File: src/sv/md5_message_digest_assert.svh
// assertion macros for the md5 message digest block
// used by md5_message_digest; no other dependencies
`ifndef MD5_MESSAGE_DIGEST_ASSERT_SVH
`define MD5_MESSAGE_DIGEST_ASSERT_SVH
`ifndef ASSERT_OFF
`define MD5_ASSERT_IMPLIES(label, clk, rst, pre, post) \
   label: assert property (@(posedge clk) disable iff (rst) (pre) |-> (post)) \
      else $error("assertion failed");
`define MD5_ASSERT_NEXT(label, clk, rst, pre, post) \
   label: assert property (@(posedge clk) disable iff (rst) (pre) |=> (post)) \
      else $error("assertion failed");
`else
`define MD5_ASSERT_IMPLIES(label, clk, rst, pre, post)
`define MD5_ASSERT_NEXT(label, clk, rst, pre, post)
`endif
`endif

File: src/sv/md5_pkg.sv
// package for the md5 message digest block: constants, tables, helpers
// no dependencies
package md5_pkg;

   localparam logic [31:0] IV_A = 32'h67452301;
   localparam logic [31:0] IV_B = 32'hefcdab89;
   localparam logic [31:0] IV_C = 32'h98badcfe;
   localparam logic [31:0] IV_D = 32'h10325476;

   // write request into the block word memory
   typedef struct packed {
      logic       en;
      logic [3:0] addr;
      logic [3:0] be;
      logic [31:0] data;
   } mem_wr_type;

   function automatic logic [31:0] round_const(input logic [5:0] i);
      logic [31:0] k;
      case (i)
         6'd0: k = 32'hd76aa478; 6'd1: k = 32'he8c7b756; 6'd2: k = 32'h242070db;
         6'd3: k = 32'hc1bdceee; 6'd4: k = 32'hf57c0faf; 6'd5: k = 32'h4787c62a;
         6'd6: k = 32'ha8304613; 6'd7: k = 32'hfd469501; 6'd8: k = 32'h698098d8;
         6'd9: k = 32'h8b44f7af; 6'd10: k = 32'hffff5bb1; 6'd11: k = 32'h895cd7be;
         6'd12: k = 32'h6b901122; 6'd13: k = 32'hfd987193; 6'd14: k = 32'ha679438e;
         6'd15: k = 32'h49b40821; 6'd16: k = 32'hf61e2562; 6'd17: k = 32'hc040b340;
         6'd18: k = 32'h265e5a51; 6'd19: k = 32'he9b6c7aa; 6'd20: k = 32'hd62f105d;
         6'd21: k = 32'h02441453; 6'd22: k = 32'hd8a1e681; 6'd23: k = 32'he7d3fbc8;
         6'd24: k = 32'h21e1cde6; 6'd25: k = 32'hc33707d6; 6'd26: k = 32'hf4d50d87;
         6'd27: k = 32'h455a14ed; 6'd28: k = 32'ha9e3e905; 6'd29: k = 32'hfcefa3f8;
         6'd30: k = 32'h676f02d9; 6'd31: k = 32'h8d2a4c8a; 6'd32: k = 32'hfffa3942;
         6'd33: k = 32'h8771f681; 6'd34: k = 32'h6d9d6122; 6'd35: k = 32'hfde5380c;
         6'd36: k = 32'ha4beea44; 6'd37: k = 32'h4bdecfa9; 6'd38: k = 32'hf6bb4b60;
         6'd39: k = 32'hbebfbc70; 6'd40: k = 32'h289b7ec6; 6'd41: k = 32'heaa127fa;
         6'd42: k = 32'hd4ef3085; 6'd43: k = 32'h04881d05; 6'd44: k = 32'hd9d4d039;
         6'd45: k = 32'he6db99e5; 6'd46: k = 32'h1fa27cf8; 6'd47: k = 32'hc4ac5665;
         6'd48: k = 32'hf4292244; 6'd49: k = 32'h432aff97; 6'd50: k = 32'hab9423a7;
         6'd51: k = 32'hfc93a039; 6'd52: k = 32'h655b59c3; 6'd53: k = 32'h8f0ccc92;
         6'd54: k = 32'hffeff47d; 6'd55: k = 32'h85845dd1; 6'd56: k = 32'h6fa87e4f;
         6'd57: k = 32'hfe2ce6e0; 6'd58: k = 32'ha3014314; 6'd59: k = 32'h4e0811a1;
         6'd60: k = 32'hf7537e82; 6'd61: k = 32'hbd3af235; 6'd62: k = 32'h2ad7d2bb;
         default: k = 32'heb86d391;
      endcase
      return k;
   endfunction

   function automatic logic [4:0] rot_amount(input logic [5:0] i);
      logic [4:0] s;
      case ({i[5:4], i[1:0]})
         4'd0: s = 5'd7;  4'd1: s = 5'd12; 4'd2: s = 5'd17; 4'd3: s = 5'd22;
         4'd4: s = 5'd5;  4'd5: s = 5'd9;  4'd6: s = 5'd14; 4'd7: s = 5'd20;
         4'd8: s = 5'd4;  4'd9: s = 5'd11; 4'd10: s = 5'd16; 4'd11: s = 5'd23;
         4'd12: s = 5'd6; 4'd13: s = 5'd10; 4'd14: s = 5'd15; default: s = 5'd21;
      endcase
      return s;
   endfunction

   // message word index used by a round
   function automatic logic [3:0] word_index(input logic [5:0] i);
      logic [7:0] g;
      case (i[5:4])
         2'd0: g = {2'b00, i};
         2'd1: g = 8'(5 * i + 1);
         2'd2: g = 8'(3 * i + 5);
         default: g = 8'(7 * i);
      endcase
      return g[3:0];
   endfunction

   function automatic logic [31:0] bswap(input logic [31:0] v);
      return {v[7:0], v[15:8], v[23:16], v[31:24]};
   endfunction

endpackage

File: src/sv/md5_message_digest.sv
// md5 message digest top level: byte packer, padding sequencer, output register
// depends on md5_pkg, md5_word_ram, md5_round_core and the assertion header
// a byte is written to the block memory as it is accepted; a block-filling byte starts a compression
// an end-of-message byte adds padding writes, the length words and one or two compressions
// new bytes are held off while the single round unit is busy and during padding
// reset is synchronous: chaining words and bit count return to initial values
`include "md5_message_digest_assert.svh"
module md5_message_digest (
   input  logic         clock,
   input  logic         reset,
   input  logic         req_tvalid,
   output logic         req_tready,
   input  logic [7:0]   req_tdata,  // data_byte
   input  logic         req_tuser,  // byte_present
   input  logic         req_tlast,  // end_of_message
   output logic         rsp_tvalid,
   input  logic         rsp_tready,
   output logic [127:0] rsp_tdata   // digest_first, digest_second
);

   typedef enum logic [2:0] {
      ACCEPT, WAIT_BYTE, PAD, PAD_COMP, LEN, LEN_COMP, OUTPUT
   } state_type;

   state_type   state_ff, state_in;
   logic [63:0] count_ff, count_in;
   logic [5:0]  pos_ff, pos_in;
   logic        out_v_ff, out_v_in;
   logic [127:0] out_d_ff;
   md5_pkg::mem_wr_type wr;
   logic        start, init, busy;
   logic [3:0]  rd_addr;
   logic [31:0] rd_data;
   logic [127:0] chain;
   logic        acc;

   md5_word_ram u_ram (.clock, .wr, .rd_addr, .rd_data);
   md5_round_core u_core (.clock, .reset, .start, .init, .busy, .rd_addr, .rd_data, .chain);

   assign acc = req_tvalid && req_tready;
   assign req_tready = (state_ff == ACCEPT) && !busy;

   // sequencer: byte writes, padding sweep, length words, digest output
   always_comb begin
      state_in = state_ff;
      count_in = count_ff;
      pos_in = pos_ff;
      start = 1'b0;
      init = 1'b0;
      wr = '0;
      out_v_in = out_v_ff && !rsp_tready;
      case (state_ff)
         ACCEPT: begin
            if (acc) begin
               pos_in = count_ff[8:3];
               if (req_tuser) begin
                  wr.en = 1'b1;
                  wr.addr = count_ff[8:5];
                  wr.be = 4'b0001 << count_ff[4:3];
                  wr.data = {4{req_tdata}};
                  count_in = count_ff + 64'd8;
                  pos_in = 6'(count_ff[8:3] + 6'd1);
                  start = (count_ff[8:3] == 6'h3f);
               end
               if (req_tlast) begin
                  state_in = WAIT_BYTE;
               end
            end
         end
         WAIT_BYTE: begin
            if (!busy) begin
               // first padding byte, then zero the rest of the word
               wr.en = 1'b1;
               wr.addr = pos_ff[5:2];
               wr.data = {4{8'h80}} & ({32'hff} << {pos_ff[1:0], 3'b000});
               wr.be = 4'b1111 << pos_ff[1:0];
               pos_in = {4'(pos_ff[5:2] + 4'd1), 2'b00};
               if (pos_ff[5:2] == 4'd15) begin
                  state_in = PAD_COMP;
                  start = 1'b1;
               end else begin
                  state_in = PAD;
               end
            end
         end
         PAD: begin
            wr.en = 1'b1;
            wr.addr = pos_ff[5:2];
            wr.be = 4'b1111;
            wr.data = '0;
            pos_in = {4'(pos_ff[5:2] + 4'd1), 2'b00};
            if (pos_ff[5:2] == 4'd15) begin
               // no room left for the length: compress and start a second block
               state_in = PAD_COMP;
               start = 1'b1;
            end else if (pos_ff[5:2] >= 4'd13) begin
               state_in = LEN;
               pos_in = {4'd14, 2'b00};
            end
         end
         PAD_COMP: begin
            // second block of zeros after an early compression
            if (!busy) begin
               if (pos_ff[5:2] >= 4'd14) begin
                  state_in = LEN;
               end else begin
                  wr.en = 1'b1;
                  wr.addr = pos_ff[5:2];
                  wr.be = 4'b1111;
                  wr.data = '0;
                  pos_in = {4'(pos_ff[5:2] + 4'd1), 2'b00};
               end
            end
         end
         LEN: begin
            wr.en = 1'b1;
            wr.be = 4'b1111;
            wr.addr = pos_ff[5:2];
            wr.data = pos_ff[2] ? count_ff[63:32] : count_ff[31:0];
            pos_in = {4'(pos_ff[5:2] + 4'd1), 2'b00};
            if (pos_ff[5:2] == 4'd15) begin
               start = 1'b1;
               state_in = LEN_COMP;
            end
         end
         LEN_COMP: begin
            if (!busy && !out_v_ff) begin
               out_v_in = 1'b1;
               state_in = ACCEPT;
               init = 1'b1;
               count_in = '0;
            end
         end
         default: state_in = ACCEPT;
      endcase
   end

   always_ff @(posedge clock) begin
      if (reset) begin
         state_ff <= ACCEPT;
         count_ff <= '0;
         pos_ff <= '0;
         out_v_ff <= 1'b0;
      end else begin
         state_ff <= state_in;
         count_ff <= count_in;
         pos_ff <= pos_in;
         out_v_ff <= out_v_in;
      end
      if (state_ff == LEN_COMP && !busy && !out_v_ff) begin
         out_d_ff <= {md5_pkg::bswap(chain[127:96]), md5_pkg::bswap(chain[95:64]),
                      md5_pkg::bswap(chain[63:32]), md5_pkg::bswap(chain[31:0])};
      end
   end

   assign rsp_tvalid = out_v_ff;
   assign rsp_tdata = {out_d_ff[63:0], out_d_ff[127:64]};

   `MD5_ASSERT_IMPLIES(a_ready_idle, clock, reset, req_tready, !busy)
   `MD5_ASSERT_NEXT(a_digest_clears, clock, reset, init, count_ff == 64'd0)
   `MD5_ASSERT_IMPLIES(a_no_write_busy, clock, reset, wr.en && state_ff != ACCEPT, !busy)

endmodule

File: src/sv/md5_word_ram.sv
// block word memory: sixteen 32-bit words, byte write enables, registered read
// depends on md5_pkg
module md5_word_ram (
   input  logic               clock,
   input  md5_pkg::mem_wr_type wr,
   input  logic [3:0]         rd_addr,
   output logic [31:0]        rd_data
);

   logic [31:0] mem [16];

   // byte-masked write, registered read
   always_ff @(posedge clock) begin
      for (int b = 0; b < 4; b++) begin
         if (wr.en && wr.be[b]) begin
            mem[wr.addr][8*b +: 8] <= wr.data[8*b +: 8];
         end
      end
      rd_data <= mem[rd_addr];
   end

endmodule

File: src/sv/md5_round_core.sv
// md5 compression: one round a cycle over words read from the block memory
// depends on md5_pkg
module md5_round_core (
   input  logic        clock,
   input  logic        reset,
   input  logic        start,
   input  logic        init,
   output logic        busy,
   output logic [3:0]  rd_addr,
   input  logic [31:0] rd_data,
   output logic [127:0] chain
);

   typedef enum logic [1:0] {IDLE, PRIME, RUN, FOLD} state_type;

   state_type   state_ff, state_in;
   logic [5:0]  rnd_ff, rnd_in;
   logic [31:0] a_ff, b_ff, c_ff, d_ff, a_in, b_in, c_in, d_in;
   logic [31:0] h_ff [4];
   logic [31:0] h_in [4];
   logic [31:0] f, sum, rot;
   logic [4:0]  s;

   // round function and rotation
   always_comb begin
      case (rnd_ff[5:4])
         2'd0: f = (b_ff & c_ff) | (~b_ff & d_ff);
         2'd1: f = (d_ff & b_ff) | (~d_ff & c_ff);
         2'd2: f = b_ff ^ c_ff ^ d_ff;
         default: f = c_ff ^ (b_ff | ~d_ff);
      endcase
      s = md5_pkg::rot_amount(rnd_ff);
      sum = a_ff + f + md5_pkg::round_const(rnd_ff) + rd_data;
      rot = (sum << s) | (sum >> (6'd32 - {1'b0, s}));
   end

   // address of next word: prefetch one round ahead
   assign rd_addr = (state_ff == RUN) ? md5_pkg::word_index(6'(rnd_ff + 6'd1))
                                      : md5_pkg::word_index(6'd0);

   always_comb begin
      state_in = state_ff;
      rnd_in = rnd_ff;
      {a_in, b_in, c_in, d_in} = {a_ff, b_ff, c_ff, d_ff};
      h_in = h_ff;
      case (state_ff)
         IDLE: begin
            if (start) begin
               state_in = PRIME;
            end
         end
         PRIME: begin
            {a_in, b_in, c_in, d_in} = {h_ff[0], h_ff[1], h_ff[2], h_ff[3]};
            rnd_in = '0;
            state_in = RUN;
         end
         RUN: begin
            a_in = d_ff;
            d_in = c_ff;
            c_in = b_ff;
            b_in = b_ff + rot;
            rnd_in = 6'(rnd_ff + 6'd1);
            if (rnd_ff == 6'd63) begin
               state_in = FOLD;
            end
         end
         FOLD: begin
            h_in[0] = h_ff[0] + a_ff;
            h_in[1] = h_ff[1] + b_ff;
            h_in[2] = h_ff[2] + c_ff;
            h_in[3] = h_ff[3] + d_ff;
            state_in = IDLE;
         end
         default: state_in = IDLE;
      endcase
      if (init) begin
         h_in[0] = md5_pkg::IV_A;
         h_in[1] = md5_pkg::IV_B;
         h_in[2] = md5_pkg::IV_C;
         h_in[3] = md5_pkg::IV_D;
      end
   end

   always_ff @(posedge clock) begin
      if (reset) begin
         state_ff <= IDLE;
         rnd_ff <= '0;
         h_ff[0] <= md5_pkg::IV_A;
         h_ff[1] <= md5_pkg::IV_B;
         h_ff[2] <= md5_pkg::IV_C;
         h_ff[3] <= md5_pkg::IV_D;
      end else begin
         state_ff <= state_in;
         rnd_ff <= rnd_in;
         h_ff <= h_in;
      end
      {a_ff, b_ff, c_ff, d_ff} <= {a_in, b_in, c_in, d_in};
   end

   assign busy = (state_ff != IDLE);
   assign chain = {h_ff[0], h_ff[1], h_ff[2], h_ff[3]};

endmodule
File: config.mk
export PLATFORM = sky130hd
export DESIGN_NAME = md5_message_digest
export DESIGN_NICKNAME = d
export VERILOG_FILES = /design/src/sv/md5_pkg.sv /design/src/sv/md5_message_digest.sv /design/src/sv/md5_word_ram.sv /design/src/sv/md5_round_core.sv
export VERILOG_INCLUDE_DIRS = /design/src /design/src/sv
export SDC_FILE = /design/constraint.sdc
export NUM_CORES = 2
export LEC_CHECK = 0
export BUFFER_PORTS_ARGS = -buffer_cell sky130_fd_sc_hd__clkbuf_2
export CORE_MARGIN = 2
export CORE_UTILIZATION = 50
export CTS_CLUSTER_SIZE = 30
export DETAILED_ROUTE_END_ITERATION = 16
export GPL_ROUTABILITY_DRIVEN = 0
export PLACE_DENSITY_LB_ADDON = 0.05
export SLEW_MARGIN = 20
export SYNTH_ARGS = -nofsm -noshare
export SYNTH_HDL_FRONTEND = slang
export SYNTH_HIERARCHICAL = 1
export SYNTH_SLANG_ARGS = --single-unit
File: constraint.sdc
create_clock -name clock -period 9.65 [get_ports clock]
set_input_delay 1.93 -clock clock [delete_from_list [all_inputs] [get_ports clock]]
set_output_delay 1.93 -clock clock [all_outputs]
set_load 0.03 [all_outputs]
[After elaboration in Yosys (flattened, before gate mapping)]
Memories as Yosys holds them, arrays and structs flattened. A register that Yosys moved wholly into a read port is not among the register bits.
Index checks and enable logic that the tools add are counted.
Storage, ports and cells
  logic and storage cells: 172
  flip-flop bits (word level): 466
  memory bits (read-only): 2128
  output and inout port bits: 130
  RAM bits: 512
  memories: 3
  bits of input ports: 14
Operators by class
  $lt $le $gt $ge: 2
  shifts and indexed selects: 5
  mux-type cells: 62
  add/subtract/negate cells: 15
  bitwise operators: 13
  reductions and logical operators: 27
  $mul: 3
  eq/ne operators: 27
Memories
  (no name shown): words 64, width 32, read ports 1, clocked after Yosys merged registers in 1, wr ports 0, line md5_pkg.sv:20  | case (i)
  u_ram.mem: words 16, width 32, read ports 1, clocked after Yosys merged registers in 1, wr ports 1, line md5_word_ram.sv:10  | logic [31:0] mem [16];
  (no name shown): words 16, width 5, read ports 1, clocked after Yosys merged registers in 1, wr ports 0, line md5_pkg.sv:49  | case ({i[5:4], i[1:0]})
Operators with widths (number)
  adder 32 bit: 8
  case mux 32 bit (2 select lines): 4
  two-way mux 41 bit: 5
  case mux 41 bit (5 select lines): 1
  two-way mux 64 bit: 3
  AND 32 bit: 4
  bitwise OR 32 bit: 4
  case mux 64 bit (2 select lines): 1
  case mux 32 bit (3 select lines): 1
  XOR 32 bit: 3
  adder 64 x 4 -> 64 bit (second input constant): 1
  NOT 32 bit: 2
  two-way mux 6 bit: 9
  two-way mux 32 bit: 1
  left shift 32 x 5 -> 32 bit: 1
  left shift 8 x 5 -> 32 bit (first input constant): 1
  >> shifter 32 x 6 -> 32 bit: 1
  case mux 6 bit (5 select lines): 1
  two-way mux 3 bit: 9
  != test 2 bit (second input constant): 11
  case mux 3 bit (6 select lines): 1
  two-way mux 1 bit: 17
  adder 6 x 1 -> 6 bit (second input constant): 2
  equality test 6 bit (second input constant): 2
  other kinds (32): 61

[Depth between registers and ports, before layout]
  depth after elaboration: 11
  mapped depth: 37

[Cells and area by module]
The synthesis kept the hierarchy.
Modules (own cells, without submodules)
  md5_round_core: area each 31617.8 µm², sequential area each 7307.0 µm², cells each 3939, instances 1
  md5_word_ram: area each 20099.3 µm², sequential area each 16015.4 µm², cells each 909, instances 1
  md5_message_digest: area each 8607.0 µm², sequential area each 5265.0 µm², cells each 739, instances 1

[Worst setup path before layout]
No wires, ideal clock.
  kind: register to register
  from: register u_core.rnd_ff[5]
  to: register u_core.b_ff[31] (data pin)
  data required time: 9.388 ns
  arrival time: 8.345 ns
  slack: 1.043 ns
  period minus slack after synthesis: 8.607 ns
  stages on the path, launching flop included: 33
  cells stage by stage: dfxtp_1 -> clkbuf_1 -> buf_1 -> clkbuf_1 -> a21oi_1 -> a31oi_1 -> o221ai_1 -> fa_1 -> fa_1 -> inv_1 -> ha_1 -> fa_1 -> a21o_1 -> a221oi_4 -> a211o_4 -> nand4_4 -> a2111oi_4 -> nor3_2 -> mux4_2 -> mux4_2 -> a221o_1 -> ha_1 -> a211oi_1 -> o21a_1 -> o31ai_1 -> a31oi_1 -> a41oi_1 -> a41oi_1 -> o21ai_0 -> or3_1 -> a21boi_0 -> a21oi_1 -> nand3_1
On the way
  longest elaborated chain between the ends: 9
RTL lines
  start, declared: line md5_round_core.sv:17  | logic [5:0] rnd_ff, rnd_in;
  start signal, assigned: line md5_round_core.sv:94  | rnd_ff <= rnd_in;
  equality test 2 bit (tied with other cells): line md5_round_core.sv:26  | case (rnd_ff[5:4])
  case mux 32 bit (3 select lines) *: line md5_round_core.sv:26
  adder 32 bit * (3 in series): line md5_round_core.sv:33  | sum = a_ff + f + md5_pkg::round_const(rnd_ff) + rd_data;
  >> shifter 32 x 6 -> 32 bit or left shift 32 x 5 -> 32 bit (tied branches): line md5_round_core.sv:34  | rot = (sum << s) | (sum >> (6'd32 - {1'b0, s}));
  bitwise OR 32 bit *: line md5_round_core.sv:34
  adder 32 bit *: line md5_round_core.sv:61  | b_in = b_ff + rot;
  case mux 32 bit (2 select lines) *: line md5_round_core.sv:46  | case (state_ff)
  via u_core.b_in[31]: line md5_round_core.sv:18  | logic [31:0] a_ff, b_ff, c_ff, d_ff, a_in, b_in, c_in, d_in;
  end signal, assigned: line md5_round_core.sv:97  | {a_ff, b_ff, c_ff, d_ff} <= {a_in, b_in, c_in, d_in};
  end, declared: line md5_round_core.sv:18
The timed path passes the listed nets; every way through them passes the cells marked *.
A chain may end at the register's enable or synchronous reset.

[Worst setup path in the final report]
  from: register u_core.rnd_ff[4]
  to: register u_core.b_ff[31] (data pin)
The elaborated chain is that of the path after synthesis.

==> results.ini <==
[yosys]
synth_top_family_by_area=compound AO/OA/AOI/OAI gates
synthSimpleGateAreaFrac_pct=11.78
synth_nets=5890
synth_flop_cell=edfxtp_1
synth_edf_count=768
synth_warnings=6
synth_xor_area_share_pct=3.267
ys_ff_latch=1044
syn_avg_cell_area_um2=10.80
synthCells=5587
synth_compound_area_share_pct=16.26
netlist_area_um2=60320
synth_seq_area_share_pct=47.39
synthAdderAreaFrac_pct=6.845
synthMuxAreaShare_pct=10.59
async_flop_share_pct=0
ys_types=105

[setup_path]
crit_type=flop to flop
critPathMaxStageDelay_ps=590
crit_arrival_ps=9750
path_buf_inv=4
cp_top_family=compound AO/OA/AOI/OAI gates
slowest_stage=mux4_2
cp_max_fo=11
crit_required_ps=10240
cp_common_cell=buf_4
endpoint_kind=flop
cp_num_cells=32
crit_path_start_kind=flop
rrSetupSlack_ps=490
ff2ff_path_depth=32

[power]
worst_ir_drop_vdd_mv=0.4256
p_leak_uw=0.02403
power_density_nw_per_um2=400.9

[placed_design]
numPortBuffers=143
pre_cts_slack_ps=300.7
dpl.hpwl_um=139500

[timing]
tns_ps=0
skew_ps=65.76
maxClockFrequency_mhz=109.2
relSlewSlack_pct=26.72
post-route-period-util_pct=94.87
tightest_slew_ps=1096
setup_ws_ps=495.0
setup_violations=0
rsz0062_at_grt=false
slew_viol_final=0
timing.hold.ws_ps=482.0
final.min_clock_period_ps=9155
finalHoldViolCount=0

[clock_tree]
holdBufCountCts=0
h-tree-depth=3
clkSlewWorstSetupHoldPaths_ps=60
insertion_delay_ps=750
tritoncts=done
numClockSinks=1044
cts_buffer_depth=3
numCtsBuffers=111
cts_root_buffer=clkbuf_16

[grt]
grt.total_usage_pct=31.00
grt_pass1_wl_um=285200
antenna_found_initial=9
grt_pass1_vias=43904
grt_max_degree=129
overflow=0

[status]
status=finished clean

[routing]
viasPerCell=6.381
first_iter_violations=5591
routed_wl_um=194400
wire_per_inst_um=26.39
drtPass1Iterations=8
postRouteAntennaNets=0
vias=46989
remaining_drc_errors=0

[layout]
fin_util_pct=55.66
diodes=0
syn_to_final_growth_pct=10.54
fillerInstances=10591
drive_above_1_share_pct=14.19
fin_nets=5959

[job]
cap_viol_max_count=0

[floorplan]
die-area_um2=123400
ioPinCount=144
core_area_um2=119800
die_y_um=351.3
start_util_pct=50.35
num_rows=127
die_w_um=351.3

[min_path]
min_path_type=flop to flop
hold_path_depth=2

==> sequential cells by signal, summed over array words and instances (netlist names), named ones only <==
name             count
u_ram/rd_data       32
u_core/rnd_ff        6
u_core/a_ff         32
u_core/s             5
state_ff             3
u_core/chain       128
u_core/d_ff         32
u_core/state_ff      2
pos_ff               6
rsp_tvalid           1
count_ff            61
u_core/c_ff         32
u_core/b_ff         32
u_ram/mem          512
out_d_ff           128
==> final timing paths <==
kind,from,endpoint
setup / recovery,u_core/rnd_ff[4],u_core/b_ff[31]
hold / removal,count_ff[63],count_ff[63]
setup reg to reg,u_core/rnd_ff[4],u_core/b_ff[31]
hold reg to reg,count_ff[63],count_ff[63]
==> timing repair <==
item | 4_1_cts | 5_1_grt
gates resized for setup | 0 | 12
setup buffers | 0 | 9
endpoints found under the hold margin | 0 | 0
endpoints found under the setup margin | 0 | 5
==> area by class of cell <==
type | instances | area [um^2] | share of cell area, %
Clock buffer | 146 | 3043 | 4.563
Clock inverter | 63 | 626.9 | 0.9401
Inverter | 284 | 1076 | 1.614
Multi-Input combinational cell | 3941 | 29570 | 44.35
Sequential cell | 1044 | 28600 | 42.89
Tap cell | 1612 | 2017 | 3.025
Timing Repair Buffer | 274 | 1748 | 2.621
==> synthesized netlist by cell type, drive strengths merged (34+ instances only) <==
library cell	number	area share (%)
o22ai	51	0.53
mux2	126	2.4
a211oi	59	0.77
o31ai	47	0.59
xnor2	128	1.9
nor3	137	1.2
or4	34	0.44
or3	47	0.49
nand2	451	2.8
clkbuf	229	1.4
nor2	409	2.5
o211ai	50	0.62
mux2i	124	2.1
a21oi	392	3.3
xor2	97	1.4
nand3	148	1.2
mux4	165	6.2
o21ai	364	3.0
buf	89	0.67
nor2b	43	0.45
nand4	46	0.55
o21a	34	0.42
a22oi	73	0.91
ha	222	4.6
nand2b	39	0.40
fa	67	2.2
edfxtp	768	38
a31oi	56	0.58
a21o	101	1.3
dfxtp	276	9.2
inv	279	1.7
and3	67	0.70
==> power by group <==
part           switching (uW)  total (uW)  internal [uW]
sequential                299        5540           5240
clock                    1860        4290           2420
combinational           10400       16900           6490
total                   12600       26700          14200
==> logic make-up after synthesis <==
group,Yosys count
AOI/OAI and AO/OA,1505
xor gates and xnor gates,225
adders and majority gates,290
buffers and inverters,602
DFF,1044
muxes,415
and+or+nand+nor,1506
==> worst min-delay path: cells and delay by family (launching register included) <==
family | cells | cell delay (ps)
flops | 1 | 330
mux | 1 | 50
simple gates | 1 | 60
==> through the flow <==
step | instance area [um^2] | power, uW | instances
detailed placement | 62880 | 21760 | 7146
CTS | 66550 | 26120 | 7355
floorplan | 60320 | 16980 | 5587
global placement | 62870 | 21730 | 7145
finish | 66680 | 26730 | 7364
global route | 66680 | 28110 | 7364
==> placed cells by master, fill, tap and decap left out, types with 114 or more instances in the layout <==
| master | instances |
|---|---|
| o21ai_0 | 340 |
| xnor2_1 | 127 |
| dfxtp_1 | 272 |
| mux2_2 | 126 |
| a21oi_1 | 388 |
| ha_1 | 219 |
| nor2_1 | 406 |
| mux4_2 | 162 |
| edfxtp_1 | 768 |
| inv_1 | 274 |
| buf_4 | 125 |
| nand3_1 | 148 |
| nor3_1 | 135 |
| clkbuf_2 | 143 |
| mux2i_1 | 124 |
| nand2_1 | 451 |
| clkbuf_16 | 114 |
==> metal layers <==
metal  up-vias  routed length, um  track usage (%)
met5         -                 19                0
met3       501              13550            4.474
met2      2231              93380            51.64
met1     22943              75920            39.53
li1      21312                  -                -
met4         2              11490            15.55
Note: power is estimated with default switching activity, not from simulation.
